===== src/sv/dct_aan_pkg.sv =====
`timescale 1ns / 1ps

package dct_aan_pkg;

   localparam int SAMPLE_BITS_DEF    = 12;
   localparam int COEF_FRAC_BITS_DEF = 14;
   localparam int NUM_PTS            = 8;
   localparam int OUT_BITS           = 14;
   localparam int OUT_MAX            = 8191;
   localparam int OUT_MIN_MAG        = 8192;
   localparam int SCALE_STAGES       = 3;

   // rotation constants a1 a2 a4 a5, then output scales s0..s7, in q2.30
   localparam int IDX_A1 = 0;
   localparam int IDX_A2 = 1;
   localparam int IDX_A4 = 2;
   localparam int IDX_A5 = 3;
   localparam int IDX_S0 = 4;

   localparam logic [31:0] K_Q30 [12] = '{
      32'd759250125,  32'd581104888,  32'd1402911301, 32'd410903207,
      32'd379625062,  32'd273694418,  32'd290552444,  32'd322844578,
      32'd379625062,  32'd483171056,  32'd701455651,  32'd1375954754
   };

   function automatic logic [31:0] coef_q(input int idx, input int frac_bits);
      logic [31:0] k;
      int          sh;
      k  = K_Q30[idx];
      sh = 30 - frac_bits;
      return (k + (32'd1 << (sh - 1))) >> sh;
   endfunction

endpackage


===== src/sv/dct_aan_scale.sv =====
`timescale 1ns / 1ps

module dct_aan_scale #(
   parameter int COEF_FRAC_BITS = dct_aan_pkg::COEF_FRAC_BITS_DEF,
   parameter int Y_BITS         = dct_aan_pkg::SAMPLE_BITS_DEF
                                  + dct_aan_pkg::COEF_FRAC_BITS_DEF + 4,
   parameter int COEF_IDX       = dct_aan_pkg::IDX_S0
) (
   input  logic                                         clock,
   input  logic signed [Y_BITS-1:0]                     y,
   output logic signed [dct_aan_pkg::OUT_BITS-1:0]      coef
);

   localparam int CW = COEF_FRAC_BITS + 2;
   localparam int PW = Y_BITS + CW;
   localparam int SH = 2 * COEF_FRAC_BITS;
   localparam int OB = dct_aan_pkg::OUT_BITS;
   localparam logic signed [CW-1:0] SCALE =
      CW'(dct_aan_pkg::coef_q(COEF_IDX, COEF_FRAC_BITS));
   localparam logic [PW-1:0] HALF = PW'(1) << (SH - 1);

   logic signed [PW-1:0] prod_ff;
   logic [PW-1:0]        mag_ff;
   logic                 neg_ff;
   logic [PW-1:0]        rnd;
   logic signed [OB-1:0] coef_in;
   logic signed [OB-1:0] coef_ff;

   always_ff @(posedge clock) begin
      prod_ff <= PW'(y) * PW'(SCALE);
      neg_ff  <= prod_ff[PW-1];
      mag_ff  <= prod_ff[PW-1] ? $unsigned(-prod_ff) : $unsigned(prod_ff);
      coef_ff <= coef_in;
   end

   // round half away from zero on the magnitude, then saturate
   always_comb begin
      rnd = (mag_ff + HALF) >> SH;
      if (!neg_ff) begin
         coef_in = (rnd > PW'(dct_aan_pkg::OUT_MAX)) ? OB'(dct_aan_pkg::OUT_MAX)
                                                     : rnd[OB-1:0];
      end else begin
         coef_in = (rnd > PW'(dct_aan_pkg::OUT_MIN_MAG))
                   ? OB'(dct_aan_pkg::OUT_MIN_MAG)
                   : OB'(-rnd[OB-1:0]);
      end
   end

   assign coef = coef_ff;

endmodule


===== config.mk =====
export PLATFORM = sky130hd
export DESIGN_NAME = dct_aan_scale
export DESIGN_NICKNAME = d
export VERILOG_FILES = /design/src/sv/dct_aan_pkg.sv /design/src/sv/dct_aan_scale.sv
export SDC_FILE = /design/constraint.sdc
export NUM_CORES = 1
export LEC_CHECK = 0
export BUFFER_PORTS_ARGS = -buffer_cell sky130_fd_sc_hd__buf_2
export CAP_MARGIN = 20
export CORE_UTILIZATION = 55
export CTS_BUF_LIST = sky130_fd_sc_hd__clkbuf_16
export DETAILED_ROUTE_END_ITERATION = 6
export GPL_TIMING_DRIVEN = 0
export PLACE_DENSITY = 0.73
export RECOVER_POWER = 50
export SYNTH_ARGS = -nofsm -noshare
export SYNTH_HDL_FRONTEND = slang
export SYNTH_SLANG_ARGS = --single-unit

===== constraint.sdc =====
create_clock -name clock -period 7.8 [get_ports clock]
set_clock_uncertainty 0.2 [all_clocks]
set_input_delay 0.78 -clock clock [delete_from_list [all_inputs] [get_ports clock]]
set_output_delay 0.78 -clock clock [all_outputs]
set_load 0.005 [all_outputs]

==> qor.txt, run 1 <==
1st-iter DRT viols -> 390
Dominant synthesized flop cell -> dfxtp_1
Antenna-violating nets left -> 0
Reg-to-Reg End -> coef[9]
Vias in the first global route -> 6979
Clock buffer depth -> 2
CP Max Fanout -> 8
DR vias/cell -> 5.25
DR WL/cell -> 13.4 um
Peak per-stage delay on the critical path -> 0.50 ns
Clk slew on worst S/H paths -> 0.06 ns
Share of synthesized registers carrying an async set or reset -> 0
CP Capture Type -> register
Syn Std Cell Area -> 9730 um2
Critical Path Source Type -> input port
GRT overflow -> 0
Hold Fails Final Rpt -> 0
Hold Crit Class -> reg -> reg
Clock Root Buffer -> clkbuf_16
WP data required -> 7.86 ns
Hold Path End -> mag_ff[42]
Starting Density -> 0.562
Gpl congestion -> 0.848
Status -> finished, final reports clean
Drt drc -> 0
Post_cts resized -> 0
Setup violators final -> 0
Top cells by area, synth -> fa_1 24%, ha_1 22%, dfxtp_1 16%
Post-DP HPWL -> 15.4 mm
Post-synth cell types -> 59
Pins Over Slew Limit -> 0
Fmax -> 0.155 GHz
FF-to-FF path depth -> 10
Final-stage net count -> 1439
RSZ-0062 raised after global routing -> no
Mean area per synthesized cell -> 9.13 um2
Via Count -> 7092
Seq/Total Area, Yosys -> 0.161
Reg2reg start -> mag_ff[27]
Max-Cap Viols -> 0
Die footprint -> 18200 um2
Port bufs -> 44
Yosys warnings -> 0
Ports -> 45
HP Start -> prod_ff[42]
Clock sink count -> 78
Post-route minimum period -> 6.44 ns
Hold Path Depth -> 1
Hold-fix buffers, CTS -> 0
Post-synth top cells -> 260 x inv_1, 172 x ha_1, 115 x fa_1
DRT Wirelength -> 18.0 mm
Fin crit share -> 0.826
Area leader, netlist -> fa_1
Worst R2R Setup Slack -> 4.15 ns
TritonCTS clock tree -> yes
Crit path max-delay cell type -> fa_1
Top cell type's share of synthesized area -> 0.237
Max_slew headroom -> 0.329
Number of post-CTS setup repair buffers -> 0
Worst path cell trace -> buf_2 > ha_1 > fa_1 > inv_1 > fa_1 > inv_1 > fa_1 > ha_1 > inv_1 > fa_1 > inv_1 > ha_1 > buf_2 > a2111oi_0 > o21ai_0 > a211oi_1 > a21oi_1 > nor4_1 > o311ai_1 > a311oi_1 > xor2_1
Initial antenna violation count -> 0
Setup TNS -> 0 ns
Layout cells sized above 1 -> 0.0560
Top-count cell post-synth -> inv_1
DRT Pass-1 Iters -> 5
CP arrival -> 6.50 ns
Clock Latency Late Sink -> 0.33 ns
Ant. Diodes -> 0
Core Footprint -> 17300 um2
Chip width -> 135 um
Yosys reg bits -> 78
Post-Syn Instances -> 1065
Largest net degree at the start of global routing -> 15
# H-tree levels -> 3
Total Routing Usage GR -> 0.215
Worst Tran Pin Value -> 0.980 ns
Area growth syn-to-layout -> 7.77%
Die Y -> 135 um
WS Path Type -> in -> reg
Rows -> 48
Global-route wire length before repair -> 31.5 mm
EDFF count, synth -> 0
TritonCTS Buffers -> 9
## metal layers
layer	wire length, um	global-route usage	part of all wire	vias up
met3	597	0.0240	0.033	20
met1	8940	0.306	0.50	3347
met2	8270	0.350	0.46	135
met5	0	0	0	-
met4	240	0.0524	0.013	0
li1	-	-	-	3590
## worst max-delay path: cells and delay by family
family / cells / cell delay, ns
compound gates: 6 / 1.78
simple gates: 1 / 0.41
buf+inv: 6 / 0.58
fa+ha+maj: 7 / 2.77
xor+xnor: 1 / 0.17
## metrics by stage
stage	worst slack, ns	area, um2	hold slack, ns	util	cells
after global routing	0.990	10500	0.271	0.606	1351
after floorplan	1.86	9730	0.206	-	1066
after global placement	1.13	10200	0.240	0.592	1335
after CTS	1.42	10500	0.250	0.609	1351
final	1.36	10500	0.247	0.606	1351
after detailed placement	1.10	10200	0.238	0.592	1335
## registers in the layout, indices dropped and copies added (netlist names)
name and cells:
prod_ff 44, mag_ff 19, coef 14, neg_ff 1
## final cells by class
class | count | area (um2)
timing repair buffer | 44 | 205
clock inverter | 7 | 73.8
clock buffer | 9 | 225
multi-input combinational | 705 | 7070
inverter | 260 | 976
fill | 1520 | 6810
tap | 225 | 282
sequential | 78 | 1560
buffer | 23 | 92.6
## cell usage in the layout (no fill, tap or decap), types with 22 or more instances in the layout
cell / synthesis / layout
buf_2: 5 / 37
ha_1: 172 / 172
nand3_1: 22 / 22
nand2_1: 50 / 50
dfxtp_1: 78 / 78
fa_1: 115 / 115
a21oi_1: 46 / 46
inv_1: 260 / 260
xnor2_1: 52 / 52
clkbuf_1: 18 / 30
o21ai_0: 27 / 28
## logic make-up after synthesis
logic type	Yosys count	share of synthesized area
adder cells (fa/ha/maj)	287	0.458
AND/OR/NAND/NOR	190	0.103
flip-flops	78	0.161
AO/OA/AOI/OAI	159	0.108
multiplexers	2	0.00206
other	1	0.000386
XOR/XNOR	65	0.0585
buffers and inverters	283	0.110
## how the worst max path moves through the flow
stage / startpoint / slack, ns / cells past startpoint / end
final: y[8] / 1.36 / 21 / prod_ff[42]
after global routing: y[2] / 0.99 / 21 / prod_ff[42]
after CTS: y[6] / 1.42 / 21 / prod_ff[42]
after detailed placement: y[6] / 1.10 / 21 / prod_ff[42]
after global placement: y[6] / 1.13 / 21 / prod_ff[42]
after floorplan: y[6] / 1.86 / 20 / prod_ff[42]
Power of run 1 is not shown: default switching activity piles up to over one toggle a cycle in this logic, so the estimate is an artifact.
==> inputs of run 2 (changes only) <==
- clock period: 7.8 -> 6.02 ns (I/O delays scaled with it)
==> qor.txt, run 2 (synthesis gave the netlist of run 1 again) <==
Die Y -> 135 um (unchanged)
Post-route minimum period -> 5.83 ns
Max_slew headroom -> 0.330 (about the same)
Core Footprint -> 17300 um2 (unchanged)
Hold Path Depth -> 1 (unchanged)
Ports -> 45 (unchanged)
Fmax -> 0.172 GHz
GRT overflow -> 0 (unchanged)
Status -> finished, final reports clean
TritonCTS Buffers -> 9 (unchanged)
Fin crit share -> 0.968
Reg-to-Reg End -> coef[9]
WP data required -> 6.03 ns (-1.83 ns)
Clk slew on worst S/H paths -> 0.06 ns (about the same)
WS Path Type -> in -> reg
Clock Root Buffer -> clkbuf_16
Ant. Diodes -> 0 (unchanged)
Critical Path Source Type -> input port
Via Count -> 7092 (unchanged)
Initial antenna violation count -> 0 (unchanged)
Worst R2R Setup Slack -> 2.37 ns (-1.78 ns)
Max reg flops -> 44 (unchanged)
Final worst setup slack -> 0.190 ns (-1.17 ns)
Post-DP HPWL -> 15.4 mm (unchanged)
Rows -> 48 (unchanged)
Hold Path End -> mag_ff[29]
Pins Over Slew Limit -> 0 (unchanged)
Max-Cap Viols -> 0 (unchanged)
DR WL/cell -> 13.4 um (+0.64%)
Clock Latency Late Sink -> 0.33 ns (about the same)
Hold_ws -> 0.246 ns (-0.00132 ns)
RSZ-0062 raised after global routing -> no
HP Start -> prod_ff[29]
Layout cells sized above 1 -> 0.0665 (+0.0105)
CP Max Fanout -> 8 (unchanged)
CP Capture Type -> register
Hold Crit Class -> reg -> reg
CP arrival -> 5.84 ns (-0.66 ns)
Post-Place Worst Slack -> -0.506 ns (-1.60 ns)
Vias in the first global route -> 6990 (+0.16%)
Top reg by flops -> prod_ff
DRT Wirelength -> 18.2 mm (+0.79%)
Commonest non-fill, non-tap cell in the layout -> inv_1
Reg2reg start -> mag_ff[28]
Global-route wire length before repair -> 31.5 mm (+0.22%)
TritonCTS clock tree -> yes
DR vias/cell -> 5.24 (-0.15%)
Die footprint -> 18200 um2 (unchanged)
# H-tree levels -> 3 (unchanged)
Starting Density -> 0.562 (unchanged)
Port bufs -> 44 (unchanged)
DRT Pass-1 Iters -> 4 (-1)
Total Routing Usage GR -> 0.216 (+0.000570)
FF-to-FF path depth -> 10 (unchanged)
Largest net degree at the start of global routing -> 15 (unchanged)
Most frequent cells in the layout -> 260 x inv_1, 172 x ha_1, 115 x fa_1
Chip width -> 135 um (unchanged)
Cell Area, Placed -> 10200 um2 (unchanged)
Drt drc -> 0 (unchanged)
Final-stage net count -> 1441 (+0.14%)
Gpl congestion -> 0.848 (unchanged)
Clock sink count -> 78 (unchanged)
Antenna-violating nets left -> 0 (unchanged)
Area growth syn-to-layout -> 8.46%
Hold Fails Final Rpt -> 0 (unchanged)
Clock buffer depth -> 2 (unchanged)
Final Instance Area -> 10600 um2 (+0.64%)
Hold-fix buffers, CTS -> 0 (unchanged)
Setup violators final -> 0 (unchanged)
Worst Tran Pin Value -> 0.980 ns (-0.0000915 ns)
1st-iter DRT viols -> 298 (-24%)
-- run 2: critical path: stages --
cell and delay [ns]:
buf_2 0.22, ha_1 0.29, fa_1 0.50, inv_1 0.05, fa_1 0.47, inv_1 0.05
fa_1 0.47, ha_1 0.28, inv_1 0.05, fa_1 0.49, inv_1 0.04, ha_1 0.26
buf_2 0.19, o211ai_1 0.16, a2111oi_2 0.48, a211oi_1 0.15, a21oi_1 0.23, nor4_2 0.08
o311ai_2 0.41, a311oi_2 0.16, xor2_1 0.17
-- run 2: cell type report --
class                           instances  area, um2
Multi-Input combinational cell        705       7120
Fill cell                            1509       6750
Sequential cell                        78       1560
Inverter                              260        976
Tap cell                              225        282
Clock buffer                            9        225
Timing Repair Buffer                   46        221
Buffer                                 23       92.6
Clock inverter                          7       73.8
-- run 2: metrics by stage --
step | util | setup TNS, ns | std cells
final | 0.610 | 0 | 1353
after global routing | 0.610 | 0 | 1353
after floorplan | - | 0 | 1066
after detailed placement | 0.592 | -1.40 | 1335
after CTS | 0.610 | 0 | 1352
after global placement | 0.592 | -1.13 | 1335
-- run 2: worst max-delay path by stage --
| stage | startpoint | endpoint | slack, ns | depth (start not counted) |
|---|---|---|---|---|
| finish | y[8] | prod_ff[42] | 0.19 | 21 |
| global route | y[6] | prod_ff[42] | 0.02 | 21 |
| CTS | y[6] | prod_ff[42] | 0.01 | 21 |
| detailed placement | y[6] | prod_ff[42] | -0.51 | 21 |
| global placement | y[6] | prod_ff[42] | -0.47 | 21 |
| floorplan | y[6] | prod_ff[42] | 0.26 | 20 |
-- run 2: layer usage --
| metal | wire (um) | global-route usage | vias up |
|---|---|---|---|
| li1 | - | - | 3600 |
| met1 | 9090 | 0.307 | 3371 |
| met2 | 8440 | 0.350 | 107 |
| met3 | 484 | 0.0236 | 14 |
| met4 | 172 | 0.0543 | 0 |
| met5 | 0 | 0 | - |
-- run 2: what timing repair did --
action | CTS | global route
resized for setup | 3 | 10
endpoints found under the setup margin | 1 | 8
pin swaps | 0 | 2
buffers inserted | 1 | 1
Power of run 2 is left out for the same reason.
==> inputs of run 3 (changes only) <==
- ABC_AREA: not set -> 1
- PLACE_DENSITY: 0.73 -> 0.72
==> qor.txt, run 3 <==
Status -> finished, final reports clean
Syn Std Cell Area -> 10600 um2 (+9.2%)
CP arrival -> 5.20 ns (-0.64 ns)
Mean area per synthesized cell -> 7.72 um2 (-15%)
GRT overflow -> 0 (unchanged)
TritonCTS clock tree -> yes
Hold Crit Class -> reg -> reg
Largest net degree at the start of global routing -> 14 (-1)
Max-Cap Viols -> 0 (unchanged)
Share of synthesized registers carrying an async set or reset -> 0 (unchanged)
Max reg flops -> 44 (unchanged)
# H-tree levels -> 3 (unchanged)
Post-route minimum period -> 5.18 ns (-0.650 ns)
DR vias/cell -> 5.00 (-4.6%)
Commonest non-fill, non-tap cell in the layout -> inv_1
Initial antenna violation count -> 0 (unchanged)
Final-stage net count -> 1750 (+21%)
Post_cts resized -> 0 (-3)
Core Footprint -> 18800 um2 (+8.9%)
WS Path Type -> in -> reg
Max_slew headroom -> 0.651 (+0.322)
CP Max Fanout -> 6 (-2)
Top cells by area, synth -> fa_1 22%, ha_1 20%, dfxtp_1 15%
Die Y -> 141 um (+4.4%)
Fin crit share -> 0.861 (-0.108)
Seq/Total Area, Yosys -> 0.147 (-0.0136)
HP Start -> prod_ff[43]
Vias in the first global route -> 8478 (+21%)
Post-synth top cells -> 344 x inv_1, 234 x nand2_1, 172 x ha_1
Hold-fix buffers, CTS -> 0 (unchanged)
Top-count cell post-synth -> inv_1
Post-synth cell types -> 43 (-27%)
Ant. Diodes -> 0 (unchanged)
DRT Pass-1 Iters -> 6 (+2)
Number of post-CTS setup repair buffers -> 0 (-1)
Yosys reg bits -> 78 (unchanged)
Area leader, netlist -> fa_1
1st-iter DRT viols -> 311 (+4.4%)
Beginning of the critical path -> y[3]
WP data required -> 6.04 ns (about the same)
Pins Over Slew Limit -> 0 (unchanged)
EDFF count, synth -> 0 (unchanged)
Antenna-violating nets left -> 0 (unchanged)
Most frequent cells in the layout -> 344 x inv_1, 236 x nand2_1, 172 x ha_1
CP Capture Type -> register
DR WL/cell -> 12.8 um (-4.6%)
Critical Path Source Type -> input port
Chip width -> 141 um (+4.4%)
RSZ-0062 raised after global routing -> no
Total Routing Usage GR -> 0.239 (+0.0235)
Port bufs -> 44 (unchanged)
Ports -> 45 (unchanged)
Layout cells sized above 1 -> 0.0619 (-0.00455)
Starting Density -> 0.564 (+0.00190)
Worst Tran Pin Value -> 0.517 ns (-0.463 ns)
Setup TNS -> 0 ns (unchanged)
DRT Wirelength -> 21.8 mm (+20%)
Top cell type's share of synthesized area -> 0.217 (-0.0200)
Yosys warnings -> 0 (unchanged)
Clock sink count -> 78 (unchanged)
Clock buffer depth -> 2 (unchanged)
Reg2reg start -> mag_ff[28]
Setup violators final -> 0 (unchanged)
Post-DP HPWL -> 19.1 mm (+24%)
Via Count -> 8488 (+20%)
Fmax -> 0.193 GHz (+13%)
Clk slew on worst S/H paths -> 0.06 ns (about the same)
Gpl congestion -> 0.944 (+11%)
Die footprint -> 19900 um2 (+9.1%)
Rows -> 50 (+4.2%)
Drt drc -> 0 (unchanged)
Hold Fails Final Rpt -> 0 (unchanged)
TritonCTS Buffers -> 9 (unchanged)
Clock Latency Late Sink -> 0.33 ns (about the same)
Area growth syn-to-layout -> 7.58%
Clock Root Buffer -> clkbuf_16
Global-route wire length before repair -> 38.4 mm (+22%)
Top reg by flops -> prod_ff
Fill cells -> 1716 (+14%)
Dominant synthesized flop cell -> dfxtp_1
Post-Syn Instances -> 1376 (+29%)
## run 3: metal layers
metal,track usage,wire (um)
met1,0.310,10500
met4,0.0629,493
met5,0,0
met3,0.0248,525
met2,0.425,10200
## run 3: area by class of cell
cell class | instances | area [um2] | area share
Sequential cell | 78 | 1560 | 0.137
Timing Repair Buffer | 44 | 209 | 0.0183
Inverter | 345 | 1290 | 0.113
Clock buffer | 9 | 225 | 0.0197
Tap cell | 260 | 325 | 0.0285
Multi-Input combinational cell | 949 | 7720 | 0.675
Clock inverter | 7 | 63.8 | 0.00558
Buffer | 5 | 30.0 | 0.00263
## run 3: worst max-delay path, cell delays in order
cell,delay (ns)
clkbuf_1,0.30
ha_1,0.22
inv_1,0.06
fa_1,0.53
inv_1,0.05
fa_1,0.48
fa_1,0.50
ha_1,0.29
inv_1,0.05
fa_1,0.50
inv_1,0.04
ha_1,0.35
nand2_1,0.10
nor2_1,0.19
nand2_1,0.07
o21ai_0,0.44
a21oi_1,0.16
xnor2_1,0.28
## run 3: stage by stage
stage | setup WS (ns) | cell area (um2) | utilization | instances | hold WS (ns)
finish | 0.839 | 11400 | 0.607 | 1697 | 0.205
global route | 0.555 | 11400 | 0.607 | 1697 | 0.217
CTS | 0.898 | 11500 | 0.609 | 1697 | 0.209
detailed placement | 0.561 | 11200 | 0.593 | 1681 | 0.205
global placement | 0.587 | 11200 | 0.593 | 1681 | 0.202
floorplan | 1.24 | 10600 | - | 1377 | 0.174
## run 3: logic make-up (layout without fill, tap and decap cells)
group,Yosys count,after routing,synth area share
fa+ha+maj,287,287,0.419
simple gates,484,484,0.199
compound gates,131,131,0.0724
xor+xnor,45,45,0.0371
buf+inv,350,410,0.125
flops,78,78,0.147
other cells,1,2,0.000353
## run 3: worst paths after layout
kind	slack [ns]	cells past startpoint	to
worst min-delay path	0.20	0	neg_ff
worst max-delay path	0.84	18	prod_ff[28]
worst max register to register	3.53	11	coef[4]
worst min register to register	0.20	0	neg_ff
Power of run 3 is left out for the same reason.
